--- src/assert_macros.svh ---
// ----------------------------------------------------------------------------
// Assertion macros
// Shared concurrent assertion wrappers; define NO_ASSERTIONS to drop them.
// ----------------------------------------------------------------------------
`ifndef ASSERT_MACROS_SVH
`define ASSERT_MACROS_SVH

`ifndef NO_ASSERTIONS

// prop must hold at every clock edge outside reset
`define ASSERT_ALWAYS(lbl, clk, rst_n, prop, msg) \
	lbl: assert property (@(posedge clk) disable iff (!rst_n) (prop)) else $error(msg);

// ante in a cycle implies cons in the same cycle
`define ASSERT_IMPL(lbl, clk, rst_n, ante, cons, msg) \
	lbl: assert property (@(posedge clk) disable iff (!rst_n) (ante) |-> (cons)) else $error(msg);

// ante in a cycle implies cons in the following cycle
`define ASSERT_NEXT(lbl, clk, rst_n, ante, cons, msg) \
	lbl: assert property (@(posedge clk) disable iff (!rst_n) (ante) |=> (cons)) else $error(msg);

`else

`define ASSERT_ALWAYS(lbl, clk, rst_n, prop, msg)
`define ASSERT_IMPL(lbl, clk, rst_n, ante, cons, msg)
`define ASSERT_NEXT(lbl, clk, rst_n, ante, cons, msg)

`endif

`endif

--- src/eoim_pkg.sv ---
// ----------------------------------------------------------------------------
// eoim_pkg
// Shared constants and types for the element order / inverse core.
// ----------------------------------------------------------------------------
package eoim_pkg;

	// width of the modulus datapath
	localparam int MOD_BITS = 16;
	// width of the element, order and inverse fields
	localparam int FIELD_W  = 16;
	// bit counter for the serial multiplier, holds MOD_BITS itself
	localparam int CNT_W    = $clog2(MOD_BITS + 1);

	localparam logic [FIELD_W-1:0] MODULUS_RST = FIELD_W'(2);

	typedef enum logic [2:0] {
		ST_IDLE,
		ST_GCD,
		ST_TEST,
		ST_MUL,
		ST_DONE
	} eoim_state_t;

	typedef struct packed {
		logic busy;
		logic done;
		logic coprime;
	} gcd_stat_t;

	typedef struct packed {
		logic busy;
		logic done;
	} mul_stat_t;

endpackage

--- src/eoim_gcd.sv ---
// ----------------------------------------------------------------------------
// eoim_gcd
// Binary gcd unit: one shift or subtract per cycle, reports coprimality.
// ----------------------------------------------------------------------------
module eoim_gcd (
	input  logic                         clk,
	input  logic                         arst_n,
	input  logic                         start,
	input  logic [eoim_pkg::MOD_BITS-1:0] u_in,
	input  logic [eoim_pkg::MOD_BITS-1:0] v_in,
	output eoim_pkg::gcd_stat_t          stat
);
	import eoim_pkg::*;

	logic [MOD_BITS-1:0] u_q, v_q;
	logic                busy_q, done_q, coprime_q;
	logic                finish, result;

	// both operands nonzero on start, so neither ever reaches zero
	always_comb begin
		finish = 1'b0;
		result = 1'b0;
		if (u_q == v_q) begin
			finish = 1'b1;
			result = (u_q == MOD_BITS'(1));
		end else if (!u_q[0] && !v_q[0]) begin
			finish = 1'b1;
		end
	end

	always_ff @(posedge clk or negedge arst_n) begin
		if (!arst_n) begin
			busy_q    <= 1'b0;
			done_q    <= 1'b0;
			coprime_q <= 1'b0;
		end else begin
			done_q <= 1'b0;
			if (start) begin
				busy_q <= 1'b1;
			end else if (busy_q && finish) begin
				busy_q    <= 1'b0;
				done_q    <= 1'b1;
				coprime_q <= result;
			end
		end
	end

	always_ff @(posedge clk) begin
		if (start) begin
			u_q <= u_in;
			v_q <= v_in;
		end else if (busy_q && !finish) begin
			if (!u_q[0]) begin
				u_q <= u_q >> 1;
			end else if (!v_q[0]) begin
				v_q <= v_q >> 1;
			end else if (u_q > v_q) begin
				u_q <= u_q - v_q;
			end else begin
				v_q <= v_q - u_q;
			end
		end
	end

	assign stat.busy    = busy_q;
	assign stat.done    = done_q;
	assign stat.coprime = coprime_q;

endmodule

--- src/eoim_modmul.sv ---
// ----------------------------------------------------------------------------
// eoim_modmul
// Bit-serial modular multiplier, multiplier bits MSB first, one per cycle.
// ----------------------------------------------------------------------------
module eoim_modmul (
	input  logic                          clk,
	input  logic                          arst_n,
	input  logic                          start,
	input  logic [eoim_pkg::MOD_BITS-1:0] x,
	input  logic [eoim_pkg::MOD_BITS-1:0] y,
	input  logic [eoim_pkg::MOD_BITS-1:0] n,
	output eoim_pkg::mul_stat_t           stat,
	output logic [eoim_pkg::MOD_BITS-1:0] product
);
	import eoim_pkg::*;

	logic [MOD_BITS-1:0] x_q, y_sh_q, r_q;
	logic [CNT_W-1:0]    cnt_q;
	logic                busy_q, done_q;
	logic [MOD_BITS:0]   dbl, acc;

	// r <- 2r + bit*x mod n, each partial kept below n
	always_comb begin
		dbl = {r_q, 1'b0};
		if (dbl >= {1'b0, n}) begin
			dbl = dbl - {1'b0, n};
		end
		acc = dbl + (y_sh_q[MOD_BITS-1] ? {1'b0, x_q} : '0);
		if (acc >= {1'b0, n}) begin
			acc = acc - {1'b0, n};
		end
	end

	always_ff @(posedge clk or negedge arst_n) begin
		if (!arst_n) begin
			busy_q <= 1'b0;
			done_q <= 1'b0;
			cnt_q  <= '0;
		end else begin
			done_q <= 1'b0;
			if (start) begin
				busy_q <= 1'b1;
				cnt_q  <= CNT_W'(MOD_BITS);
			end else if (busy_q) begin
				cnt_q <= cnt_q - CNT_W'(1);
				if (cnt_q == CNT_W'(1)) begin
					busy_q <= 1'b0;
					done_q <= 1'b1;
				end
			end
		end
	end

	always_ff @(posedge clk) begin
		if (start) begin
			x_q    <= x;
			y_sh_q <= y;
			r_q    <= '0;
		end else if (busy_q) begin
			y_sh_q <= y_sh_q << 1;
			r_q    <= acc[MOD_BITS-1:0];
		end
	end

	assign stat.busy = busy_q;
	assign stat.done = done_q;
	assign product   = r_q;

endmodule

--- src/element_order_and_inverse_mod_n_core.sv ---
// ----------------------------------------------------------------------------
// element_order_and_inverse_mod_n_core
// Multiplicative order and inverse of an element modulo a configured n.
// ----------------------------------------------------------------------------
// Each input word carries one element a. The core returns one result word:
// a flag that a lies in 1..n-1 and is coprime to n, the order k (smallest
// k with a^k = 1 mod n) and the inverse a^(k-1) mod n; order and inverse
// read 0 when the flag is clear. One element is worked on at a time and
// the time per element depends on the data: a range test at accept, the
// binary gcd unit (one shift or subtract per cycle, every subtract followed
// by a shift), then one pass of the bit-serial modular multiplier for every
// power step (k up to n-1). Out-of-range elements skip gcd and powers. The
// multiplier loop sets the rate. A finished result sits in the output
// register while the next element is already taken in. The modulus is
// written through cfg_wen/cfg_wdata; the user must do so only while the
// core is idle, which the core does not enforce; reset value 2.
// ----------------------------------------------------------------------------
module element_order_and_inverse_mod_n_core (
	input  logic                         clk,
	input  logic                         arst_n,
	// configuration: modulus
	input  logic                         cfg_wen,
	input  logic [eoim_pkg::FIELD_W-1:0] cfg_wdata,
	// input stream
	input  logic                         s_tvalid,
	output logic                         s_tready,
	input  logic [eoim_pkg::FIELD_W-1:0] s_tdata,   // [15:0] element
	// result stream
	output logic                         m_tvalid,
	input  logic                         m_tready,
	output logic [2*eoim_pkg::FIELD_W-1:0] m_tdata, // [15:0] order, [31:16] inverse
	output logic [0:0]                   m_tuser    // [0] valid_res
);
	import eoim_pkg::*;

	`include "assert_macros.svh"

	eoim_state_t state_q, state_d;

	logic [FIELD_W-1:0]  modulus_q;
	logic [MOD_BITS-1:0] n;

	// working registers of the power walk
	logic [MOD_BITS-1:0] a_q, p_q, prev_q, k_q;
	// finished result, waiting for the output register
	logic                res_ok_q;
	logic [MOD_BITS-1:0] res_order_q, res_inv_q;

	// output register
	logic                out_valid_q, out_ok_q;
	logic [FIELD_W-1:0]  out_order_q, out_inv_q;

	logic [MOD_BITS-1:0] a_in;
	logic                in_acc, in_range;
	logic                gcd_start, mul_start, load_out, p_is_one, k_at_bound;

	gcd_stat_t           gcd_st;
	mul_stat_t           mul_st;
	logic [MOD_BITS-1:0] mul_prod;

	assign n = MOD_BITS'(modulus_q);

	// modulus register
	always_ff @(posedge clk or negedge arst_n) begin
		if (!arst_n) begin
			modulus_q <= MODULUS_RST;
		end else if (cfg_wen) begin
			modulus_q <= cfg_wdata;
		end
	end

	// range test at accept: upper element bits beyond the datapath must be
	// clear, then 1 <= a < n (an n below two fails for every a)
	assign a_in     = MOD_BITS'(s_tdata);
	assign in_acc   = s_tvalid && s_tready;
	assign in_range = ((s_tdata >> MOD_BITS) == '0) && (a_in != '0) && (a_in < n);

	assign p_is_one   = (p_q == MOD_BITS'(1));
	assign k_at_bound = (k_q >= n);

	eoim_gcd u_gcd (
		.clk    (clk),
		.arst_n (arst_n),
		.start  (gcd_start),
		.u_in   (n),
		.v_in   (a_in),
		.stat   (gcd_st)
	);

	eoim_modmul u_mul (
		.clk     (clk),
		.arst_n  (arst_n),
		.start   (mul_start),
		.x       (p_q),
		.y       (a_q),
		.n       (n),
		.stat    (mul_st),
		.product (mul_prod)
	);

	// next state
	always_comb begin
		state_d = state_q;
		case (state_q)
			ST_IDLE: begin
				if (in_acc) begin
					state_d = in_range ? ST_GCD : ST_DONE;
				end
			end
			ST_GCD: begin
				if (gcd_st.done) begin
					state_d = gcd_st.coprime ? ST_TEST : ST_DONE;
				end
			end
			ST_TEST: begin
				state_d = (p_is_one || k_at_bound) ? ST_DONE : ST_MUL;
			end
			ST_MUL: begin
				if (mul_st.done) begin
					state_d = ST_TEST;
				end
			end
			ST_DONE: begin
				if (!out_valid_q || m_tready) begin
					state_d = ST_IDLE;
				end
			end
			default: state_d = ST_IDLE;
		endcase
	end

	// state outputs
	always_comb begin
		s_tready  = 1'b0;
		gcd_start = 1'b0;
		mul_start = 1'b0;
		load_out  = 1'b0;
		case (state_q)
			ST_IDLE: begin
				s_tready  = 1'b1;
				gcd_start = s_tvalid && in_range;
			end
			ST_TEST: mul_start = !p_is_one && !k_at_bound;
			ST_DONE: load_out  = !out_valid_q || m_tready;
			default: ;
		endcase
	end

	always_ff @(posedge clk or negedge arst_n) begin
		if (!arst_n) begin
			state_q <= ST_IDLE;
		end else begin
			state_q <= state_d;
		end
	end

	// power walk: p = a^k, prev = a^(k-1); stops when p reaches 1 or k reaches n
	always_ff @(posedge clk) begin
		case (state_q)
			ST_IDLE: begin
				if (in_acc) begin
					a_q         <= a_in;
					res_ok_q    <= 1'b0;
					res_order_q <= '0;
					res_inv_q   <= '0;
				end
			end
			ST_GCD: begin
				if (gcd_st.done) begin
					p_q    <= a_q;
					prev_q <= MOD_BITS'(1);
					k_q    <= MOD_BITS'(1);
				end
			end
			ST_TEST: begin
				if (p_is_one) begin
					res_ok_q    <= 1'b1;
					res_order_q <= k_q;
					res_inv_q   <= prev_q;
				end else if (!k_at_bound) begin
					prev_q <= p_q;
				end
			end
			ST_MUL: begin
				if (mul_st.done) begin
					p_q <= mul_prod;
					k_q <= k_q + MOD_BITS'(1);
				end
			end
			default: ;
		endcase
	end

	// output register
	always_ff @(posedge clk or negedge arst_n) begin
		if (!arst_n) begin
			out_valid_q <= 1'b0;
		end else if (load_out) begin
			out_valid_q <= 1'b1;
		end else if (m_tready) begin
			out_valid_q <= 1'b0;
		end
	end

	always_ff @(posedge clk) begin
		if (load_out) begin
			out_ok_q    <= res_ok_q;
			out_order_q <= FIELD_W'(res_order_q);
			out_inv_q   <= FIELD_W'(res_inv_q);
		end
	end

	assign m_tvalid = out_valid_q;
	assign m_tdata  = {out_inv_q, out_order_q};
	assign m_tuser  = out_ok_q;

	// a taken word keeps the input closed until its result is loaded into the output register
	`ASSERT_NEXT(a_in_closed, clk, arst_n, in_acc, !s_tready, "input open right after accept")
	// gcd unit and multiplier never run at the same time
	`ASSERT_ALWAYS(a_units_excl, clk, arst_n, !(gcd_st.busy && mul_st.busy), "gcd and mul both busy")
	// a valid result has a nonzero order and inverse
	`ASSERT_IMPL(a_ok_fields, clk, arst_n, m_tvalid && m_tuser[0], (out_order_q != '0) && (out_inv_q != '0), "valid result with zero field")
	// an invalid result carries zeros
	`ASSERT_IMPL(a_bad_fields, clk, arst_n, m_tvalid && !m_tuser[0], m_tdata == '0, "invalid result with nonzero data")

endmodule
--- config.mk ---
export PLATFORM = sky130hd
export DESIGN_NAME = element_order_and_inverse_mod_n_core
export DESIGN_NICKNAME = d
export VERILOG_FILES = /design/src/eoim_pkg.sv /design/src/eoim_gcd.sv /design/src/eoim_modmul.sv /design/src/element_order_and_inverse_mod_n_core.sv
export VERILOG_INCLUDE_DIRS = /design/src /design/src/src
export SDC_FILE = /design/constraint.sdc
export NUM_CORES = 1
export LEC_CHECK = 0
export BUFFER_PORTS_ARGS = -buffer_cell sky130_fd_sc_hd__buf_2
export CORE_ASPECT_RATIO = 1.25
export CORE_MARGIN = 3
export CORE_UTILIZATION = 60
export CTS_CLUSTER_DIAMETER = 50
export DETAILED_ROUTE_END_ITERATION = 10
export PLACE_DENSITY = 0.78
export SETUP_SLACK_MARGIN = 0.1
export SYNTH_ARGS = -nofsm -noshare
export SYNTH_HDL_FRONTEND = slang
export SYNTH_SLANG_ARGS = --single-unit
--- constraint.sdc ---
create_clock -name clk -period 8.31 [get_ports clk]
set_input_delay 0.4155 -clock clk [delete_from_list [all_inputs] [get_ports clk]]
set_output_delay 0.4155 -clock clk [all_outputs]
set_load 0.02 [all_outputs]
==> results.yml <==
global_routing:
  antenna_found_initial: 1
  grt_max_degree: 56
  met1_usage: 0.3791
  grt_use_met3: 0.04553
  grt_overflow: 0
  grt_busiest_layer: "met2"
  track_usage: 0.2914
  grt_pass1_wl_um: 61180
  grt_util_met2: 0.4787
  grt_pass1_vias: 11270
detailed_routing:
  dr.pass1.iters: 6
  via_per_inst: 6.291
  wl_per_cell_um: 21.37
  route.detailed.drc: 0
  vias: 11490
  drt_iter0_drc: 1129
  ant_nets: 0
  routed_wl_um: 39010
worst_setup_path:
  cpLargestDelayFamily: "compound AO/OA/AOI/OAI gates"
  critPathKind: "reg2reg"
  rr_worst_depth: 25
  reg2reg_to: "u_mul.product[15]"
  path_buf_inv: 2
  critPathMaxStageDelay_ns: 0.60
  crit_fanout: 22
  cpMaxStageDelayCell: "o31a_1"
  r2r_slack_ns: 1.22
  cp_data_arrival_time_ns: 7.56
  end_kind: "flip-flop"
  r2r_start: "modulus_q[6]"
  cpMostUsedCell: "a21oi_1"
  worstPathRequired_ns: 8.78
  start_kind: "flip-flop"
cts:
  clock_latency_ns: 0.55
  cts_buffers: 29
  clk_path_buf_depth: 3
  root_buffer: "clkbuf_16"
  htreeDepth: 1
  path_clk_slew_ns: 0.07
  cts.sinks: 240
  cts_tree: "built"
yosys:
  synth_edf_count: 194
  syn_nets: 1574
  ys_async_sr_fraction: 0.1250
  yosysWarnings: 0
  ys.flop_type: "edfxtp_1"
  ys_seq_area_frac: 0.4730
  synth_area_per_cell_um2: 10.29
  syn_inst: 1417
  ys_seq_elements: 240
  syn-cell-area_um2: 14580
  yosysUniqueCellTypes: 81
sta:
  finalHoldViolations: 0
  setup_ws_ns: 1.223
  hold_slack_ns: 0.07111
  finalSetupViolCount: 0
  slew_headroom: 0.3293
  drv_slew: 0
  tns_ns: 0
  period_needed_ns: 7.087
  period_share: 0.8528
  fin_skew_ns: 0.01070
  rsz0062_at_grt: "false"
  max_freq_mhz: 141.1
  worst_pin_slew_ns: 1.003
layout:
  synthToLayoutAreaGrowth_pct: 11.43
  drive_above_1_share: 0.1332
  nets: 1635
  diodes: 0
run:
  cap_violations: 0
floorplanning:
  die_w_um: 145.4
  die_h_um: 180.3
  core_um2: 23810
  die_area_um2: 26230
  num_rows: 63
  start_util: 0.6126
  io_pins: 72
placement:
  dp_slack_ns: 1.305
  port_buffers: 71
  gp_congestion: 0.9731
  hpwl_um: 28550
min_path:
  min_path_type: "in2reg"
  worstHoldPathCells: 3
  min_from: "cfg_wdata[3]"
  hold_path_end: "modulus_q[3]"
pwr:
  p_per_area_nw_per_um2: 318.9
  ir_drop_mv: 0.3524
  power_leakage_uw: 0.006785
run_status:
  status: "finished clean"
[metal layers]
metal	part of all wire	vias up
li1	-	5409
met1	0.41	5489
met2	0.47	493
met3	0.072	94
met4	0.050	2
met5	0.00033	-
[layout make-up]
type,count,area (um2)
clock buffer,34,764.5
clock inverter,20,215.2
fill,1861,7555
inverter,85,319.1
multi-input combinational,1033,7154
sequential,240,6898
tap,325,406.6
timing repair buffer,89,493.0
[registers in the layout, indices dropped and copies added (netlist names)]
name	flops
u_gcd.u_q	16
out_inv_q	16
m_tvalid	1
u_gcd.done_q	1
u_mul.x_q	16
u_gcd.coprime_q	1
res_inv_q	16
u_mul.y_sh_q	16
res_ok_q	1
m_tuser	1
modulus_q	16
u_gcd.busy_q	1
p_q	16
a_q	16
u_mul.done_q	1
prev_q	16
u_mul.cnt_q	5
u_gcd.v_q	16
out_order_q	16
res_order_q	16
u_mul.busy_q	1
k_q	16
u_mul.product	16
state_q	3
[metrics by stage]
step                cells  cell area (um2)  power (uW)  utilization
floorplan            1417            14580        3330            -
global placement     1771            15260        3844       0.6411
detailed placement   1771            15260        3881       0.6411
CTS                  1826            16250        5166       0.6826
global route         1826            16250        5495       0.6826
finish               1826            16250        5182       0.6826
[tightest hold or removal path: cells and delay by family]
family	cells	cell delay [ns]
buf+inv	1	0.08
compound gates	1	0.06
simple gates	1	0.04
[cell families after synthesis]
group	share of synthesized area
simple gates	0.1664
compound gates	0.1577
flops	0.4730
buf+inv	0.03783
fa+ha+maj	0.1055
xor+xnor	0.03955
mux	0.02008
[cells in the final DEF, fill, tap and decap left out, drive strengths merged, types with 20 or more instances in the layout]
cell      n
nor3     31
a221oi   20
nand3    27
dfrtp    29
and3     52
nand2   125
and2     20
mux2     26
xnor2    37
buf      88
o21ai    90
a21oi    85
inv      95
edfxtp  194
clkbuf   34
xor2     28
nor4     32
ha      115
nor2    104
a21o     31
[synthesized netlist by cell type, types with 8 or more instances]
| master | instances | area (um2) |
|---|---|---|
| edfxtp_1 | 194 | 5826 |
| nand2_1 | 125 | 469.2 |
| ha_1 | 115 | 1439 |
| nor2_1 | 104 | 390.4 |
| o21ai_0 | 90 | 450.4 |
| a21oi_1 | 84 | 420.4 |
| inv_1 | 84 | 315.3 |
| and3_1 | 51 | 319.1 |
| clkbuf_1 | 51 | 191.4 |
| xnor2_1 | 36 | 315.3 |
| nor4_1 | 32 | 200.2 |
| a21o_1 | 30 | 225.2 |
| nor3_1 | 30 | 150.1 |
| dfrtp_1 | 29 | 725.7 |
| xor2_1 | 28 | 245.2 |
| nand3_1 | 27 | 135.1 |
| mux2_2 | 26 | 292.8 |
| and2_1 | 20 | 125.1 |
| a221oi_1 | 19 | 166.4 |
| dfxtp_1 | 16 | 320.3 |
| o21a_1 | 16 | 120.1 |
| nand4_1 | 14 | 87.58 |
| or3_1 | 13 | 81.33 |
| nor2b_1 | 11 | 68.82 |
| a211oi_1 | 10 | 75.07 |
| a31oi_1 | 9 | 56.30 |
| nand2b_1 | 9 | 56.30 |
| o211ai_1 | 8 | 60.06 |
| o21bai_1 | 8 | 60.06 |
| o31ai_1 | 8 | 60.06 |
[repair_timing]
action,4_1_cts,5_1_grt
gates resized for setup,0,0
hold buffers,1,0
hold endpoints to repair,29,0
buffers inserted,0,0
[worst max path at each step]
stage	startpoint	to	slack [ns]	cells past startpoint
3_5_place_dp	modulus_q[1]	u_mul.product[15]	1.31	24
4_1_cts	modulus_q[1]	u_mul.product[15]	1.27	24
2_1_floorplan	modulus_q[1]	u_mul.product[3]	2.16	25
5_1_grt	modulus_q[1]	u_mul.product[15]	0.73	26
6_report	modulus_q[6]	u_mul.product[15]	1.22	25
3_3_place_gp	modulus_q[1]	u_mul.product[15]	1.44	24
[report_power, final]
| part | internal [uW] | leakage [uW] | total [uW] | switching, uW |
|---|---|---|---|---|
| clock | 718 | 0.000473 | 1270 | 555 |
| sequential | 1630 | 0.00230 | 1810 | 178 |
| combinational | 790 | 0.00402 | 2100 | 1310 |
Note: power is estimated with default switching activity, not from simulation.
